==> config.mk <==
export PLATFORM = sky130hd
export DESIGN_NAME = linear_queue_with_search
export DESIGN_NICKNAME = d
export VERILOG_FILES = /design/src/rtl/lqs_pkg.sv /design/src/rtl/linear_queue_with_search.sv /design/src/rtl/lqs_cell.sv
export SDC_FILE = /design/constraint.sdc
export NUM_CORES = 2
export LEC_CHECK = 0
export BUFFER_PORTS_ARGS = -buffer_cell sky130_fd_sc_hd__buf_2
export CAP_MARGIN = 10
export CORE_MARGIN = 2
export CORE_UTILIZATION = 58
export DETAILED_ROUTE_END_ITERATION = 10
export PLACE_DENSITY = 0.7
export SLEW_MARGIN = 25
export SYNTH_ARGS = -nofsm -noshare
export SYNTH_HDL_FRONTEND = slang
export SYNTH_SLANG_ARGS = --single-unit
export TNS_END_PERCENT = 10
==> constraint.sdc <==
create_clock -name clk -period 5.2 [get_ports clk]
set_input_delay 0.78 -clock clk [delete_from_list [all_inputs] [get_ports clk]]
set_output_delay 0.78 -clock clk [all_outputs]
set_load 0.005 [all_outputs]
==> src/rtl/lqs_pkg.sv <==
// shared types and constants of the linear queue with search
`default_nettype none

package lqs_pkg;

  localparam int unsigned DEPTH_DEF = 32;
  localparam int unsigned DATA_W    = 32;
  localparam int unsigned OP_W      = 2;
  localparam int unsigned STATUS_W  = 2;

  // operation codes
  localparam logic [OP_W-1:0] OP_ENQUEUE = 2'd0;
  localparam logic [OP_W-1:0] OP_DEQUEUE = 2'd1;
  localparam logic [OP_W-1:0] OP_SEARCH  = 2'd2;

  // status codes
  localparam logic [STATUS_W-1:0] STATUS_DONE  = 2'd0;
  localparam logic [STATUS_W-1:0] STATUS_FULL  = 2'd1;
  localparam logic [STATUS_W-1:0] STATUS_EMPTY = 2'd2;

  typedef enum logic {
    S_IDLE,
    S_SWEEP
  } lqs_state_t;

  // token that walks the cell chain: search key or picked-up head word
  typedef struct packed {
    logic              vld;
    logic              deq;
    logic              hit;
    logic [DATA_W-1:0] word;
  } tok_t;

endpackage

`default_nettype wire

==> src/rtl/linear_queue_with_search.sv <==
// top level of the linear array queue with search
`default_nettype none

// Linear (non-wrapping) queue of DEPTH signed 32-bit words held in a row of
// cells, one slot per cell. Each input beat carries one operation: enqueue
// appends at the tail (status full once the tail sits in the last slot, even
// if slots below the head are free), dequeue removes the head word and
// returns it, search reports whether the key is among the stored words.
// Every input beat gives exactly one output beat. Enqueue, any operation on
// an empty queue and the unused code 3 are answered from the control logic:
// the result beat appears the cycle after acceptance. Dequeue and search on
// a non-empty queue launch a token into cell 0 that moves one cell per cycle
// down the chain; each cell compares or hands over its word as the token
// passes, and the result is registered once the token leaves the last cell;
// only then does the control return to idle. The block works on one item
// at a time; a new beat is taken only while idle and the output register is
// empty or being emptied in the same cycle.

module linear_queue_with_search
  import lqs_pkg::*;
#(
  parameter int unsigned DEPTH = DEPTH_DEF
) (
  input  wire logic                       clk,
  input  wire logic                       rst_n,
  input  wire logic                       in_valid,
  output logic                            in_ready,
  input  wire logic        [OP_W-1:0]     in_operation,
  input  wire logic signed [DATA_W-1:0]   in_value,
  output logic                            out_valid,
  input  wire logic                       out_ready,
  output logic             [STATUS_W-1:0] out_status,
  output logic                            out_found,
  output logic signed      [DATA_W-1:0]   out_removed_value
);

  localparam int unsigned    AW   = (DEPTH > 1) ? $clog2(DEPTH) : 1;
  localparam logic [AW-1:0]  LAST = AW'(DEPTH - 1);

  // control state
  lqs_state_t state_r, state_nxt;
  logic [AW-1:0] head_r, head_nxt;
  logic [AW-1:0] tail_r, tail_nxt;
  logic          empty_r, empty_nxt;

  // output register
  logic                       out_valid_r, out_valid_nxt;
  logic [STATUS_W-1:0]        out_status_r, out_status_nxt;
  logic                       out_found_r, out_found_nxt;
  logic signed [DATA_W-1:0]   out_removed_value_r, out_removed_value_nxt;

  // handshake and chain signals
  logic              accept;
  logic              needs_sweep;
  logic              wr_en;
  logic [AW-1:0]     wr_addr;
  tok_t              tok_launch;
  tok_t              tok_chain [DEPTH+1];
  tok_t              tok_end;

  assign accept      = in_valid && in_ready;
  // dequeue and search on a stored queue go through the chain
  assign needs_sweep = ((in_operation == OP_DEQUEUE) || (in_operation == OP_SEARCH))
                       && !empty_r;
  assign tok_end     = tok_chain[DEPTH];

  // next state
  always_comb begin
    state_nxt = state_r;
    unique case (state_r)
      S_IDLE: begin
        if (accept && needs_sweep) begin
          state_nxt = S_SWEEP;
        end
      end
      S_SWEEP: begin
        if (tok_end.vld) begin
          state_nxt = S_IDLE;
        end
      end
      default: state_nxt = S_IDLE;
    endcase
  end

  // fsm outputs: ready and token launch
  always_comb begin
    in_ready   = 1'b0;
    tok_launch = '0;
    unique case (state_r)
      S_IDLE: begin
        in_ready = !out_valid_r || out_ready;
        if (in_valid && in_ready && needs_sweep) begin
          tok_launch.vld  = 1'b1;
          tok_launch.deq  = (in_operation == OP_DEQUEUE);
          tok_launch.word = $unsigned(in_value);
        end
      end
      S_SWEEP: begin
        in_ready = 1'b0;
      end
      default: in_ready = 1'b0;
    endcase
  end

  // slot write for enqueue; an empty queue restarts at slot 0
  assign wr_en   = accept && (in_operation == OP_ENQUEUE) && (empty_r || (tail_r != LAST));
  assign wr_addr = empty_r ? '0 : (tail_r + AW'(1));

  // queue positions and result register
  always_comb begin
    head_nxt              = head_r;
    tail_nxt              = tail_r;
    empty_nxt             = empty_r;
    out_valid_nxt         = out_valid_r && !out_ready;
    out_status_nxt        = out_status_r;
    out_found_nxt         = out_found_r;
    out_removed_value_nxt = out_removed_value_r;

    if (accept && !needs_sweep) begin
      out_valid_nxt         = 1'b1;
      out_status_nxt        = STATUS_DONE;
      out_found_nxt         = 1'b0;
      out_removed_value_nxt = '0;
      unique case (in_operation) inside
        OP_ENQUEUE: begin
          if (empty_r) begin
            head_nxt  = '0;
            tail_nxt  = '0;
            empty_nxt = 1'b0;
          end else if (tail_r == LAST) begin
            out_status_nxt = STATUS_FULL;
          end else begin
            tail_nxt = tail_r + AW'(1);
          end
        end
        OP_DEQUEUE, OP_SEARCH: begin
          // only reached on an empty queue
          out_status_nxt = STATUS_EMPTY;
        end
        default: begin
          out_status_nxt = STATUS_DONE;
        end
      endcase
    end

    // token leaves the last cell: finish dequeue or search
    if (tok_end.vld) begin
      out_valid_nxt         = 1'b1;
      out_status_nxt        = STATUS_DONE;
      out_found_nxt         = !tok_end.deq && tok_end.hit;
      out_removed_value_nxt = tok_end.deq ? $signed(tok_end.word) : '0;
      if (tok_end.deq) begin
        if (head_r >= tail_r) begin
          head_nxt  = '0;
          tail_nxt  = '0;
          empty_nxt = 1'b1;
        end else begin
          head_nxt = head_r + AW'(1);
        end
      end
    end
  end

  always_ff @(posedge clk) begin
    if (!rst_n) begin
      state_r     <= S_IDLE;
      head_r      <= '0;
      tail_r      <= '0;
      empty_r     <= 1'b1;
      out_valid_r <= 1'b0;
    end else begin
      state_r     <= state_nxt;
      head_r      <= head_nxt;
      tail_r      <= tail_nxt;
      empty_r     <= empty_nxt;
      out_valid_r <= out_valid_nxt;
    end
  end

  // result payload needs no reset
  always_ff @(posedge clk) begin
    out_status_r        <= out_status_nxt;
    out_found_r         <= out_found_nxt;
    out_removed_value_r <= out_removed_value_nxt;
  end

  // the cell chain: token enters cell 0 and leaves after cell DEPTH-1
  assign tok_chain[0] = tok_launch;

  for (genvar g = 0; g < DEPTH; g++) begin : g_cell
    lqs_cell #(
      .AW       (AW),
      .CELL_IDX (AW'(g))
    ) u_cell (
      .clk     (clk),
      .rst_n   (rst_n),
      .wr_en   (wr_en),
      .wr_addr (wr_addr),
      .wr_data ($unsigned(in_value)),
      .head    (head_r),
      .tail    (tail_r),
      .tok_in  (tok_chain[g]),
      .tok_out (tok_chain[g+1])
    );
  end

  assign out_valid         = out_valid_r;
  assign out_status        = out_status_r;
  assign out_found         = out_found_r;
  assign out_removed_value = out_removed_value_r;

endmodule

`default_nettype wire

==> src/rtl/lqs_cell.sv <==
// one storage slot of the queue with its compare and token stage
`default_nettype none

module lqs_cell
  import lqs_pkg::*;
#(
  parameter int unsigned     AW       = 5,
  parameter logic [AW-1:0]   CELL_IDX = '0
) (
  input  wire logic              clk,
  input  wire logic              rst_n,
  input  wire logic              wr_en,
  input  wire logic [AW-1:0]     wr_addr,
  input  wire logic [DATA_W-1:0] wr_data,
  input  wire logic [AW-1:0]     head,
  input  wire logic [AW-1:0]     tail,
  input  wire tok_t              tok_in,
  output tok_t                   tok_out
);

  logic [DATA_W-1:0] word_r;
  tok_t              tok_r;
  tok_t              tok_nxt;
  logic              in_range;

  // slot write, decoded locally
  always_ff @(posedge clk) begin
    if (wr_en && (wr_addr == CELL_IDX)) begin
      word_r <= wr_data;
    end
  end

  assign in_range = (CELL_IDX >= head) && (CELL_IDX <= tail);

  always_comb begin
    tok_nxt = tok_in;
    if (tok_in.vld) begin
      if (tok_in.deq) begin
        // head slot hands its word to the token
        if (CELL_IDX == head) begin
          tok_nxt.word = word_r;
          tok_nxt.hit  = 1'b1;
        end
      end else if (in_range && (word_r == tok_in.word)) begin
        tok_nxt.hit = 1'b1;
      end
    end
  end

  always_ff @(posedge clk) begin
    if (!rst_n) begin
      tok_r.vld <= 1'b0;
    end else begin
      tok_r <= tok_nxt;
    end
  end

  assign tok_out = tok_r;

endmodule

`default_nettype wire

=== Word level (Yosys, flattened, before mapping) ===
Index checks and enable logic that the tools add are counted.

* Equality and inequality tests: 98
* Multiplexer cells: 197
* Order comparisons: 65
* Bitwise operators: 1
* Reduce and logical (&&, ||, !) cells: 119
* $add $sub $neg: 2

{| class="wikitable"
|+ Operators by type and width
! operator !! number
|-
| two-way mux 33 bit || 63
|-
| two-way mux 32 bit || 38
|-
| == test 32 bit || 32
|-
| logical AND 1 bit || 106
|-
| == test 5 bit, second input constant || 17
|-
| == test 5 bit, first input constant || 16
|-
| >= comparator 5 bit, first input constant || 16
|-
| less-or-equal comparator 5 bit, first input constant || 16
|-
| two-way mux 1 bit || 77
|-
| two-way mux 5 bit || 14
|-
| == test 4 x 5 -> 1 bit, first input constant || 8
|-
| == test 5 x 4 -> 1 bit, second input constant || 8
|-
| >= comparator 4 x 5 -> 1 bit, first input constant || 8
|-
| less-or-equal comparator 4 x 5 -> 1 bit, first input constant || 8
|-
| == test 3 x 5 -> 1 bit, first input constant || 4
|-
| == test 5 x 3 -> 1 bit, second input constant || 4
|-
| >= comparator 3 x 5 -> 1 bit, first input constant || 4
|-
| less-or-equal comparator 3 x 5 -> 1 bit, first input constant || 4
|-
| adder 5 x 1 -> 5 bit, second input constant || 2
|-
| == test 2 x 5 -> 1 bit, first input constant || 2
|-
| == test 5 x 2 -> 1 bit, second input constant || 2
|-
| >= comparator 1 x 5 -> 1 bit, first input constant || 2
|-
| >= comparator 2 x 5 -> 1 bit, first input constant || 2
|-
| less-or-equal comparator 1 x 5 -> 1 bit, first input constant || 2
|-
| 17 further kinds || 27
|}

* Bits of input ports: 38
* Logic and storage cells: 650
* Bits in registers: 2192

=== Logic depth before layout (Yosys ltp) ===
* Depth in word-level cells: 10
* Gate-level depth with buffers: 12

=== By module ===
From an unflattened synthesis, not the netlist that was laid out.

* Cell total of the unflattened synthesis: 5231
* Area, all modules: 94545.7 sq um

{| class="wikitable"
|+ Modules (own cells, without submodules)
! module !! cells each !! seq. area each (sq um) !! area each (sq um) !! instances
|-
| lqs_cell (g_cell[23].u_cell) || 156 || 2001.9 || 2987.9 || 1
|-
| lqs_cell (g_cell[10].u_cell) || 158 || 2001.9 || 2982.9 || 1
|-
| lqs_cell (g_cell[25].u_cell) || 157 || 2001.9 || 2974.1 || 1
|-
| lqs_cell (g_cell[21].u_cell) || 156 || 2001.9 || 2967.8 || 1
|-
| lqs_cell (g_cell[14].u_cell) || 157 || 2001.9 || 2966.6 || 1
|-
| lqs_cell (g_cell[11].u_cell) || 157 || 2001.9 || 2961.6 || 1
|-
| lqs_cell (g_cell[16].u_cell) || 156 || 2001.9 || 2954.1 || 1
|-
| lqs_cell (g_cell[1].u_cell) || 158 || 2001.9 || 2950.3 || 1
|-
| lqs_cell (g_cell[9].u_cell) || 156 || 2001.9 || 2945.3 || 1
|-
| lqs_cell (g_cell[4].u_cell) || 156 || 2001.9 || 2939.1 || 1
|-
| lqs_cell (g_cell[0].u_cell) || 152 || 2001.9 || 2935.3 || 1
|-
| lqs_cell (g_cell[28].u_cell) || 155 || 2001.9 || 2925.3 || 1
|-
| lqs_cell (g_cell[12].u_cell) || 155 || 2001.9 || 2854.0 || 1
|-
| lqs_cell (g_cell[29].u_cell) || 157 || 2001.9 || 2846.5 || 1
|-
| 19 more rows || n/a || n/a || n/a || n/a
|}

=== Least setup slack after synthesis ===
Ideal clock, no wire load.

* Path type: input -> register
* Start point: input in_operation[1]
* End point: register g_cell[16].u_cell.word_r[0] (enable)
* Path slack: 1.403 ns
* Stages on the path: 6
* Arrival time: 3.375 ns
* Setup time: 0.421 ns
* Buffers on the path: 0
* Cells stage by stage: inv_1 -> ha_1 -> nand3_1 -> nor4b_1 -> o21ai_0 -> nor2_1

* Longest elaborated chain between the ends: 4

{| class="wikitable"
|+ Ends and longest elaborated chain
! item !! RTL line !! source
|-
| start, declared || linear_queue_with_search.sv:28 || <nowiki>input wire logic [OP_W-1:0] in_operation,</nowiki>
|-
| logical NOT 2 bit || linear_queue_with_search.sv:106 || <nowiki>assign wr_en = accept && (in_operation == OP_ENQUEUE) && (empty_r || (tail_r != LAST));</nowiki>
|-
| logical AND 1 bit (2 in series) || linear_queue_with_search.sv:106 ||
|-
| logical AND 1 bit || lqs_cell.sv:28 || <nowiki>if (wr_en && (wr_addr == CELL_IDX)) begin</nowiki>
|-
| end signal, assigned || lqs_cell.sv:29 || <nowiki>word_r <= wr_data;</nowiki>
|-
| end, declared || lqs_cell.sv:21 || <nowiki>logic [DATA_W-1:0] word_r;</nowiki>
|}

No other way between the ends.
A chain may end at the register's enable or synchronous reset.

==> impl_results.md <==
- Warnings, synthesis: 0
- Initial drt markers: 6,353
- Wire per inst: 31.2 um
- Top Ports: 75
- Final instance area: 102,000 sq um
- Gr usage total: 0.303
- Cells after synthesis: 5,318
- Critical path capture point type: flip-flop
- CTS Buffer Depth: 3
- Mapped Area: 91,700 sq um
- Pwr dens: 361 nW/um^2
- Fin crit period: 3.87 ns
- First-pass GRT wire length: 347,000 um
- Final ANT Viol Nets: 0
- Clk_lat worst skew: 0.86 ns
- # DRC: 0
- Commonest non-fill, non-tap cell in the layout: edfxtp_1
- Area Overhead vs Synth: 11.4%
- Post-route insts no fill: 7,836
- Max-slew violations: 0
- Measured slew at the worst slew-check pin: 1.09 ns
- Hold crit path type: in2reg
- Max Cap Viol: 0
- Crit share post-route: 0.743
- CTS tree: built
- Clock skew: 0.0400 ns
- # setup viols final: 0
- Status: finished clean
- Post-synth EDFFs: 2,145
- Placer Congestion: 0.937
- Required time worst endpoint: 5.77 ns
- Cell variety after synth: 64
- Row Count: 145
- Post-CTS Setup Bufs: 0
- F_max: 259 MHz
- Drt total wl: 245,000 um
- Overflow after GRT: 0
- Post-DP HPWL: 161,000 um
- Relative slew slack: 0.268
- WP data arrival: 4.44 ns
- Number of port buffers: 74
- Via count: 48,600
- Crit-path max FO: 33
- Yosys reg bits: 2,192
- Clk slew on worst S/H paths: 0.06 ns
- Peak VDD IR: 0.000349 V
- Crit Path Class: reg2reg
- Number of global-route vias before repair: 48,600
- Die X-Extent: 402 um
- Fin. Hold Viols: 0
- Post-Syn Nets: 5,373
- H-tree depth: 4
- Starting Density: 0.586
- Post-Place Cells: 7,436
- Post-CTS resize count: 0
- RSZ-0062 raised after global routing: false
- Largest net degree at the start of global routing: 144
- Pre-antenna DRT Iters: 5
- CP startpoint kind: flip-flop
- Placed instance area: 95,400 sq um
- Final nets: 5,654
- Setup TNS: 0 ns
- Dominant synthesized flop cell: edfxtp_1
- Initial antenna violation count: 31
- CTS sink cnt: 2,192
- Largest cells by area after synthesis: edfxtp_1 70%, mux2_2 12%, xor2_1 5.9%, xnor2_1 3.8%, nor4_1 1.2%
- Total CTS buffers: 216
- Largest area contributor in the netlist: edfxtp_1
- FFs w/ async S/R, synth: 0
- Post-synth top area share: 0.702
- Post-synthesis sequential area ratio: 0.713
- Final Power: 36.9 mW
- Avg Synthesized Cell Area: 17.2 sq um
- Leak: 33.3 nW
- Core Region: 157,000 sq um
- Die area: 161,000 sq um
- Post-cts hold buffer count: 0
- Root Driver: clkbuf_16
- Vias/cell: 6.20
- Share of layout cells above drive strength 1: 0.270
- Die H: 402 um
- Most frequent cells in the layout: 2,145 x edfxtp_1, 990 x mux2_2, 615 x xor2_1
==> state kept, by name, summed over array words and instances (netlist names) <==
name,count
empty_r,1
g_cell.u_cell.tok_out,1120
g_cell.u_cell.word_r,1024
head_r,5
out_found,1
out_removed_value,32
out_status,2
out_valid,1
state_r,1
tail_r,5
==> path summary, 6_finish.rpt <==
| check | from | end | slack [ns] | cells past startpoint |
|---|---|---|---|---|
| hold reg to reg | g_cell[16].u_cell.tok_out[33] | g_cell[17].u_cell.tok_out[33] | 0.48 | 0 |
| hold / removal | out_ready | out_valid | 0.35 | 3 |
| setup reg to reg | head_r[1] | g_cell[21].u_cell.tok_out[29] | 1.33 | 6 |
| setup / recovery | head_r[1] | g_cell[21].u_cell.tok_out[29] | 1.33 | 6 |
==> kinds of logic (layout without fill, tap and decap cells) <==
group                    Yosys count  count (layout)  synth area share
XOR/XNOR                        1011            1011            0.0966
multiplexers                     992             992             0.122
AND/OR/NAND/NOR                  767             767            0.0463
adder cells (fa/ha/maj)           17              17           0.00232
other                              0               9                 0
AO/OA/AOI/OAI                    168             168            0.0119
buffers and inverters            171             622           0.00846
flip-flops                      2192            2192             0.713
==> per-layer routing <==
metal / part of all wire / up-vias / GRT usage
met2: 0.49 / 2111 / 0.499
met3: 0.076 / 447 / 0.0417
met4: 0.041 / 10 / 0.113
met1: 0.40 / 25100 / 0.413
met5: 0.00028 / - / 0
li1: - / 21000 / -
==> cell type report <==
type | count | area, sq um
Tap cell | 2058 | 2570
Inverter | 21 | 78.8
Multi-Input combinational cell | 2955 | 25800
Clock buffer | 295 | 5820
Clock inverter | 93 | 857
Timing Repair Buffer | 213 | 1600
Sequential cell | 2192 | 65400
Fill cell | 10800 | 54400
Antenna cell | 9 | 22.5
==> power breakdown <==
| group | switching [mW] | internal (mW) | leakage, nW |
|---|---|---|---|
| logic | 0.997 | 0.587 | 9.49 |
| registers | 0.408 | 20.0 | 20.6 |
| clock network | 6.58 | 8.36 | 3.25 |
==> worst max-delay path, cell delays in order (launching register included) <==
cell and delay (ns):
dfxtp_1 0.65, buf_4 0.35, nor2_1 0.83, nand2_1 0.63, nor2_2 0.24, buf_4 0.42
mux2_2 0.43
==> cells in the mapped netlist (all sizes together) (3+ instances only) <==
library cell,instances
buf,90
inv,21
nand2b,13
xor2,615
o21ai,64
nor4,178
mux2,990
or3,20
nand4,135
ha,17
o2111ai,4
a211oi,7
a21o,3
xnor2,396
nor2,95
a2111oi,17
nor4b,6
edfxtp,2145
nor3,46
nand3,42
o211ai,3
a311oi,3
a22oi,3
and4,5
or4,4
dfxtp,47
and2,36
clkbuf,60
and3,37
nand4b,7
nand2,125
a21oi,31
nor4bb,6
a211o,3
a31oi,6
o32ai,6
nor2b,4
==> stage by stage <==
step | setup slack, ns | hold slack (ns) | utilization
3_3_place_gp | 1.32 | 0.432 | 0.609
2_1_floorplan | 1.40 | 0.421 | -
3_5_place_dp | 1.32 | 0.457 | 0.609
5_1_grt | 1.27 | 0.339 | 0.652
6_report | 1.33 | 0.350 | 0.652
4_1_cts | 1.44 | 0.299 | 0.652
(Power assumes the default switching activity.)
